File: src/rtl/core/quote_overlay_reconciler_top_assert.svh
// Assertion macros for the quote overlay reconciler
`ifndef QUOTE_OVERLAY_RECONCILER_TOP_ASSERT_SVH
`define QUOTE_OVERLAY_RECONCILER_TOP_ASSERT_SVH

// same-cycle implication, clocked on clk, quiet in reset
`define QOR_ASSERT_NOW(label, ante, cons, msg) \
    label: assert property (@(posedge clk) disable iff (!rst_n) (ante) |-> (cons)) \
        else $error(msg);

// next-cycle implication, clocked on clk, quiet in reset
`define QOR_ASSERT_NEXT(label, ante, cons, msg) \
    label: assert property (@(posedge clk) disable iff (!rst_n) (ante) |=> (cons)) \
        else $error(msg);

`endif

File: src/rtl/core/qor_pkg.sv
// Types, codes and a helper function of the quote overlay reconciler
package qor_pkg;

    localparam logic [1:0] CMD_TICKER    = 2'd0;
    localparam logic [1:0] CMD_CANONICAL = 2'd1;
    localparam logic [1:0] CMD_QUERY     = 2'd2;

    localparam logic [31:0] DIV_MAX = 32'hFFFF_FFFF;

    typedef enum logic [2:0] {
        ACT_IGNORED     = 3'd0,
        ACT_TICKER_ONLY = 3'd1,
        ACT_UPDATED     = 3'd2,
        ACT_PENDING     = 3'd3,
        ACT_CLEARED     = 3'd4,
        ACT_DIVERGENCE  = 3'd5
    } qor_action_t;

    typedef struct packed {
        logic [1:0]         cmd;
        logic [31:0]        instrument;
        logic [31:0]        generation;
        logic [63:0]        seq;
        logic [63:0]        stamp;
        logic signed [63:0] bid_price;
        logic signed [63:0] bid_qty;
        logic signed [63:0] ask_price;
        logic signed [63:0] ask_qty;
        logic [31:0]        canon_instrument;
        logic [31:0]        canon_generation;
        logic [63:0]        canon_seq;
    } qor_item_t;

    typedef struct packed {
        qor_action_t        action;
        logic [31:0]        divergences;
        logic               overlay_valid;
        logic               use_overlay;
        logic               canonical_ok;
        logic [63:0]        out_seq;
        logic [63:0]        out_stamp;
        logic signed [63:0] out_bid_price;
        logic signed [63:0] out_bid_qty;
        logic signed [63:0] out_ask_price;
        logic signed [63:0] out_ask_qty;
    } qor_result_t;

    typedef struct packed {
        logic               valid;
        logic [31:0]        instrument;
        logic [31:0]        generation;
        logic [63:0]        seq;
        logic [63:0]        stamp;
        logic signed [63:0] bid_price;
        logic signed [63:0] bid_qty;
        logic signed [63:0] ask_price;
        logic signed [63:0] ask_qty;
    } qor_overlay_t;

    function automatic logic quote_ok(input qor_item_t it);
        quote_ok = !it.bid_price[63] && !it.bid_qty[63] &&
                   !it.ask_price[63] && !it.ask_qty[63] &&
                   (it.bid_price < it.ask_price);
    endfunction

endpackage

File: src/rtl/core/quote_overlay_reconciler_top.sv
// Quote overlay reconciler: input register, one-pass update, result register
//
// Channels: item (item_valid/item_ready) carries one qor_item_t beat per
// ticker event, canonical event or effective query; result
// (result_valid/result_ready) returns exactly one qor_result_t beat per item.
// cfg_we/cfg_wdata writes shared_domain; write only while the block is idle.
// An accepted beat moves from the input register to the result register.
// Throughput: one item per cycle while the result port is not stalled; the
// overlay registers, the divergence counter and the result register all
// update in the cycle an item moves from the input to the result register.
// Reset: overlay cleared, divergence count 0, shared_domain 1, both stages
// empty.
// Stall: while result_ready is low the result register holds its beat, the
// input register holds the next item and item_ready drops once both stages
// are full; no beat is lost or repeated.
module quote_overlay_reconciler_top
(
    input  logic                clk,
    input  logic                rst_n,
    input  logic                cfg_we,
    input  logic                cfg_wdata,
    input  logic                item_valid,
    output logic                item_ready,
    input  qor_pkg::qor_item_t   item,
    output logic                result_valid,
    input  logic                result_ready,
    output qor_pkg::qor_result_t result
);
    import qor_pkg::*;

    `include "quote_overlay_reconciler_top_assert.svh"

    logic         shared_reg;
    logic         item_valid_reg;
    qor_item_t    item_reg;
    logic         result_valid_reg;
    qor_result_t  result_reg;
    qor_result_t  result_next;
    qor_overlay_t ovl_reg;
    qor_overlay_t ovl_next;
    logic [31:0]  div_reg;
    logic [31:0]  div_next;
    logic         advance;

    logic q_ok;
    logic tick_stale;
    logic inst_match;
    logic gen_match;

    assign advance      = item_valid_reg && (!result_valid_reg || result_ready);
    assign item_ready   = !item_valid_reg || advance;
    assign result_valid = result_valid_reg;
    assign result       = result_reg;

    assign q_ok       = quote_ok(item_reg);
    assign inst_match = item_reg.instrument == ovl_reg.instrument;
    assign gen_match  = item_reg.generation == ovl_reg.generation;
    assign tick_stale = ovl_reg.valid && gen_match && (item_reg.seq <= ovl_reg.seq);

    always_comb
    begin
        ovl_next = ovl_reg;
        div_next = div_reg;
        result_next = '0;
        result_next.action = ACT_IGNORED;
        case (item_reg.cmd)
            CMD_TICKER:
            begin
                if (q_ok && (item_reg.instrument == item_reg.canon_instrument) && !tick_stale)
                begin
                    ovl_next.valid      = 1'b1;
                    ovl_next.instrument = item_reg.instrument;
                    ovl_next.generation = item_reg.generation;
                    ovl_next.seq        = item_reg.seq;
                    ovl_next.stamp      = item_reg.stamp;
                    ovl_next.bid_price  = item_reg.bid_price;
                    ovl_next.bid_qty    = item_reg.bid_qty;
                    ovl_next.ask_price  = item_reg.ask_price;
                    ovl_next.ask_qty    = item_reg.ask_qty;
                    if (!shared_reg)
                    begin
                        result_next.action = ACT_TICKER_ONLY;
                    end
                    else if ((item_reg.generation != item_reg.canon_generation) ||
                             (item_reg.seq <= item_reg.canon_seq))
                    begin
                        ovl_next = '0;
                    end
                    else
                    begin
                        result_next.action = ACT_UPDATED;
                    end
                end
            end
            CMD_CANONICAL:
            begin
                if (shared_reg && ovl_reg.valid)
                begin
                    if (!inst_match || !gen_match || (item_reg.seq > ovl_reg.seq))
                    begin
                        ovl_next = '0;
                        result_next.action = ACT_CLEARED;
                    end
                    else if (item_reg.seq < ovl_reg.seq)
                    begin
                        result_next.action = ACT_PENDING;
                    end
                    else if ((item_reg.bid_price == ovl_reg.bid_price) &&
                             (item_reg.bid_qty == ovl_reg.bid_qty) &&
                             (item_reg.ask_price == ovl_reg.ask_price) &&
                             (item_reg.ask_qty == ovl_reg.ask_qty))
                    begin
                        ovl_next = '0;
                        result_next.action = ACT_CLEARED;
                    end
                    else
                    begin
                        if (div_reg != DIV_MAX)
                        begin
                            div_next = div_reg + 32'd1;
                        end
                        ovl_next.valid = 1'b0;
                        result_next.action = ACT_DIVERGENCE;
                    end
                end
            end
            CMD_QUERY:
            begin
                result_next.use_overlay = shared_reg && ovl_reg.valid && gen_match &&
                                          inst_match && (ovl_reg.seq > item_reg.seq);
                result_next.canonical_ok = q_ok;
            end
            default:
            begin
                result_next.action = ACT_IGNORED;
            end
        endcase
        result_next.divergences   = div_next;
        result_next.overlay_valid = ovl_next.valid;
        result_next.out_seq       = ovl_next.seq;
        result_next.out_stamp     = ovl_next.stamp;
        result_next.out_bid_price = ovl_next.bid_price;
        result_next.out_bid_qty   = ovl_next.bid_qty;
        result_next.out_ask_price = ovl_next.ask_price;
        result_next.out_ask_qty   = ovl_next.ask_qty;
    end

    always_ff @(posedge clk or negedge rst_n)
    begin
        if (!rst_n)
        begin
            shared_reg       <= 1'b1;
            item_valid_reg   <= 1'b0;
            result_valid_reg <= 1'b0;
            ovl_reg          <= '0;
            div_reg          <= '0;
        end
        else
        begin
            if (cfg_we)
            begin
                shared_reg <= cfg_wdata;
            end
            if (item_ready)
            begin
                item_valid_reg <= item_valid;
            end
            if (advance)
            begin
                result_valid_reg <= 1'b1;
                ovl_reg          <= ovl_next;
                div_reg          <= div_next;
            end
            else if (result_ready)
            begin
                result_valid_reg <= 1'b0;
            end
        end
    end

    always_ff @(posedge clk)
    begin
        if (item_ready && item_valid)
        begin
            item_reg <= item;
        end
        if (advance)
        begin
            result_reg <= result_next;
        end
    end

    `QOR_ASSERT_NEXT(a_div_hold, !advance, $stable(div_reg), "divergence count moved without a beat")
    `QOR_ASSERT_NOW(a_div_drop, result_valid && (result.action == ACT_DIVERGENCE), !result.overlay_valid, "overlay still valid after divergence")
    `QOR_ASSERT_NOW(a_clear_zero, result_valid && (result.action == ACT_CLEARED), (result.out_seq == 64'd0) && (result.out_stamp == 64'd0), "cleared overlay kept its header")
    `QOR_ASSERT_NOW(a_use_valid, result_valid && result.use_overlay, result.overlay_valid && (result.action == ACT_IGNORED), "overlay used while not valid")
    `QOR_ASSERT_NOW(a_empty_ready, !item_valid_reg, item_ready, "input register empty but not ready")

endmodule

File: config.mk
export PLATFORM = sky130hd
export DESIGN_NAME = quote_overlay_reconciler_top
export DESIGN_NICKNAME = d
export VERILOG_FILES = /design/src/rtl/core/qor_pkg.sv /design/src/rtl/core/quote_overlay_reconciler_top.sv
export VERILOG_INCLUDE_DIRS = /design/src /design/src/rtl/core
export SDC_FILE = /design/constraint.sdc
export NUM_CORES = 2
export LEC_CHECK = 0
export BUFFER_PORTS_ARGS = -buffer_cell sky130_fd_sc_hd__buf_2
export CAP_MARGIN = 20
export CORE_AREA = 2 2 392 394
export CTS_CLUSTER_SIZE = 20
export DETAILED_ROUTE_END_ITERATION = 6
export DIE_AREA = 0 0 394 396
export GPL_ROUTABILITY_DRIVEN = 0
export SLEW_MARGIN = 30
export SYNTH_ARGS = -nofsm -noshare
export SYNTH_HDL_FRONTEND = slang
export SYNTH_SLANG_ARGS = --single-unit
File: constraint.sdc
create_clock -name clk -period 14.6 [get_ports clk]
set_input_delay 4.38 -clock clk [delete_from_list [all_inputs] [get_ports clk]]
set_output_delay 4.38 -clock clk [all_outputs]
set_load 0.02 [all_outputs]
==> impl_metrics.json <==
{
  "p_sw_w": 0.002379,
  "antenna_found_initial": 81,
  "start_util_pct": 40.19,
  "r2r-end": "ovl_reg[260]$_DFFE_PN0P_",
  "synth-edff-count": 1000,
  "place_hpwl_um": 148000,
  "syn_avg_cell_area_um2": 15.37,
  "p_per_area_mw_per_mm2": 131.5,
  "die_h_um": 396,
  "clockPowerShare_pct": 42.6,
  "clk_path_buf_depth": 3,
  "avgViaCountPerCell": 5.563,
  "p_seq_share_pct": 50.4,
  "wl_um": 204700,
  "final.setup.tns_ns": 0,
  "route.detailed.drc": 0,
  "required_ns": 10.22,
  "vias": 39925,
  "period_needed_ns": 9.242,
  "final.period_utilization_pct": 63.30,
  "drv_slew": 0,
  "dp_cells": 6847,
  "grt_pass1_vias": 39083,
  "yosysSeqAreaShare_pct": 69.19,
  "overflow": 0,
  "end_kind": "output port",
  "cts_setup_buffers": 0,
  "ys_ff_latch": 1484,
  "yosysTopAreaCell": "edfxtp_1",
  "synth_warnings": 0,
  "comb_power_share_pct": 7.0,
  "start_kind": "input pin",
  "core_mm2": 0.1515,
  "finalClockSkew_ns": 0.04113,
  "drtAntennaViolNets": 0,
  "layout_common_cells": "buf_2 (1006), edfxtp_1 (1000), a22o_1 (826)",
  "worst_pin_slew_ns": 1.077,
  "grtUsageTotal_pct": 25.51,
  "critPathMaxFanout": 3,
  "hp-start": "item_reg[423]$_DFFE_PP_",
  "synth.top_cells.by_area": "edfxtp_1 (49%), dfrtp_1 (20%), a22o_1 (12%)",
  "final_common_cell": "buf_2",
  "async_reset_ff_share_pct": 32.61,
  "setup.worst_path.start": "result_ready",
  "synthToLayoutAreaGrowth_pct": 20.54,
  "routedWlPerCell_um": 28.52,
  "ctsHoldBuffers": 0,
  "n_fill_cell": 13232,
  "grt_pass1_wl_um": 285800,
  "reg2regPathDepth": 12,
  "drv_cap": 0,
  "numPortBuffers": 1007,
  "numCtsBuffers": 163,
  "clockRootBuffer": "clkbuf_16",
  "cts.repair.resized": 0,
  "first_pass_iters": 6,
  "grt_max_degree": 177,
  "drive_above_1_share_pct": 25.51,
  "rsz0062_at_grt": "no",
  "status": "complete, no violations",
  "syn-num-nets": 4738,
  "cts_tree": "done",
  "clk_pin_slew_ns": 0.06,
  "arrival_ns": 4.86,
  "hold_viol_final": 0,
  "relSlewSlack_pct": 28.19,
  "layoutNonFillerInstCount": 7177,
  "die-area_mm2": 0.1560,
  "fmax_mhz": 108.2,
  "reg2reg_from": "item_reg[334]$_DFFE_PP_",
  "internal_power_w": 0.007279,
  "hold_path.class": "reg -> reg",
  "p_sw_share_pct": 24.64,
  "p_leak_nw": 30.99,
  "critPathKind": "in -> out",
  "chipWidth_um": 394,
  "clock_sinks": 1484,
  "synth_ff_type": "edfxtp_1",
  "whs_endpoint": "ovl_reg[295]$_DFFE_PN0P_",
  "htree_levels": 4,
  "fin_nets": 5758,
  "drt_iter0_markers": 3386,
  "yosys.cell_types.count": 58,
  "irDropWorstVdd_mv": 0.1381,
  "largest_register_ffs": 578,
  "rows": 143,
  "io_pins": 1008,
  "min_path_cells": 1,
  "clkLatencyLatePin_ns": 0.79,
  "setup_viol": 0,
  "synth.top_cell.area_share_pct": 49.30,
  "synth_cells": 3962,
  "synth.cell_area_mm2": 0.06091,
  "rrSetupSlack_ns": 8.51
}
==> cells by family after synthesis <==
group / Yosys count / synth area share (%)
adders and majority gates: 192 / 3.944
muxes: 2 / 0.03697
AOI/OAI and AO/OA: 1001 / 13.69
and+or+nand+nor: 450 / 4.065
buffers and inverters: 403 / 2.888
xor gates and xnor gates: 430 / 6.183
DFF: 1484 / 69.19
==> area by class of cell <==
class | instances | area (um2) | share of cell area (%)
antenna | 27 | 67.56 | 0.09203
tap | 2030 | 2540 | 3.460
timing repair buffer | 1049 | 5472 | 7.453
multi-input combinational | 2075 | 17050 | 23.23
clock inverter | 61 | 611.8 | 0.8334
sequential | 1484 | 42140 | 57.40
clock buffer | 242 | 4742 | 6.459
inverter | 209 | 792.0 | 1.079
==> power by group through the flow <==
stage / registers, W / logic, W / clock network, W
after floorplan: 0.00504 / 0.000230 / 0
final: 0.00487 / 0.000672 / 0.00411
after CTS: 0.00487 / 0.000682 / 0.00418
after global placement: 0.00495 / 0.000671 / 0
after global routing: 0.00489 / 0.000722 / 0.00435
after detailed placement: 0.00495 / 0.000679 / 0
==> synthesized netlist by cell type, types with 3 or more instances <==
library cell	number
nand3_1	39
edfxtp_1	1000
o21ai_0	32
o22ai_1	8
nor4_1	48
o211ai_1	6
a21oi_1	70
clkbuf_1	107
and3_1	8
nor3_1	36
o2111ai_1	4
nand4_1	127
a22oi_1	3
a31oi_1	3
a22o_1	826
and2_1	11
a2111oi_0	7
nand2_1	65
xor2_1	126
inv_1	209
a211oi_1	9
dfrtp_1	483
or3_1	6
nand3b_1	4
o21a_1	3
and4_1	9
or4_1	6
buf_6	22
nor2b_1	8
nand2b_1	21
a21o_1	8
xnor2_1	304
buf_2	62
nor2_1	52
ha_1	192
nor3b_1	5
a221oi_1	6
==> how the worst max path moves through the flow <==
| stage | to | slack (ns) | depth (start not counted) |
|---|---|---|---|
| floorplan | item_reg[0]$_DFFE_PP_ | 2.39 | 2 |
| global placement | item_ready | 5.35 | 3 |
| detailed placement | item_ready | 5.37 | 3 |
| CTS | item_ready | 5.36 | 3 |
| global route | item_ready | 5.35 | 3 |
| finish | item_ready | 5.36 | 3 |
==> worst max-delay path, stage by stage <==
cell      delay (ns)
buf_2           0.10
nand3b_1        0.19
buf_2           0.19
==> per-stage QoR <==
stage	power, W	cell area (um2)	hold WS, ns	utilization [%]	setup slack [ns]
finish	0.009658	73420	0.4932	48.45	5.358
global route	0.009956	73400	0.5070	48.43	5.350
CTS	0.009736	73340	0.4928	48.40	5.363
detailed placement	0.005633	67990	0.4813	44.86	5.368
global placement	0.005623	67940	0.4755	44.83	5.347
floorplan	0.005268	60910	0.4569	-	2.385
==> metal layers <==
metal	global-route usage (%)	part of all wire [%]
met5	0	0.23
met2	41.45	48
met1	32.39	39
met4	9.907	4.0
met3	7.131	8.5
(Power assumes the default switching activity.)
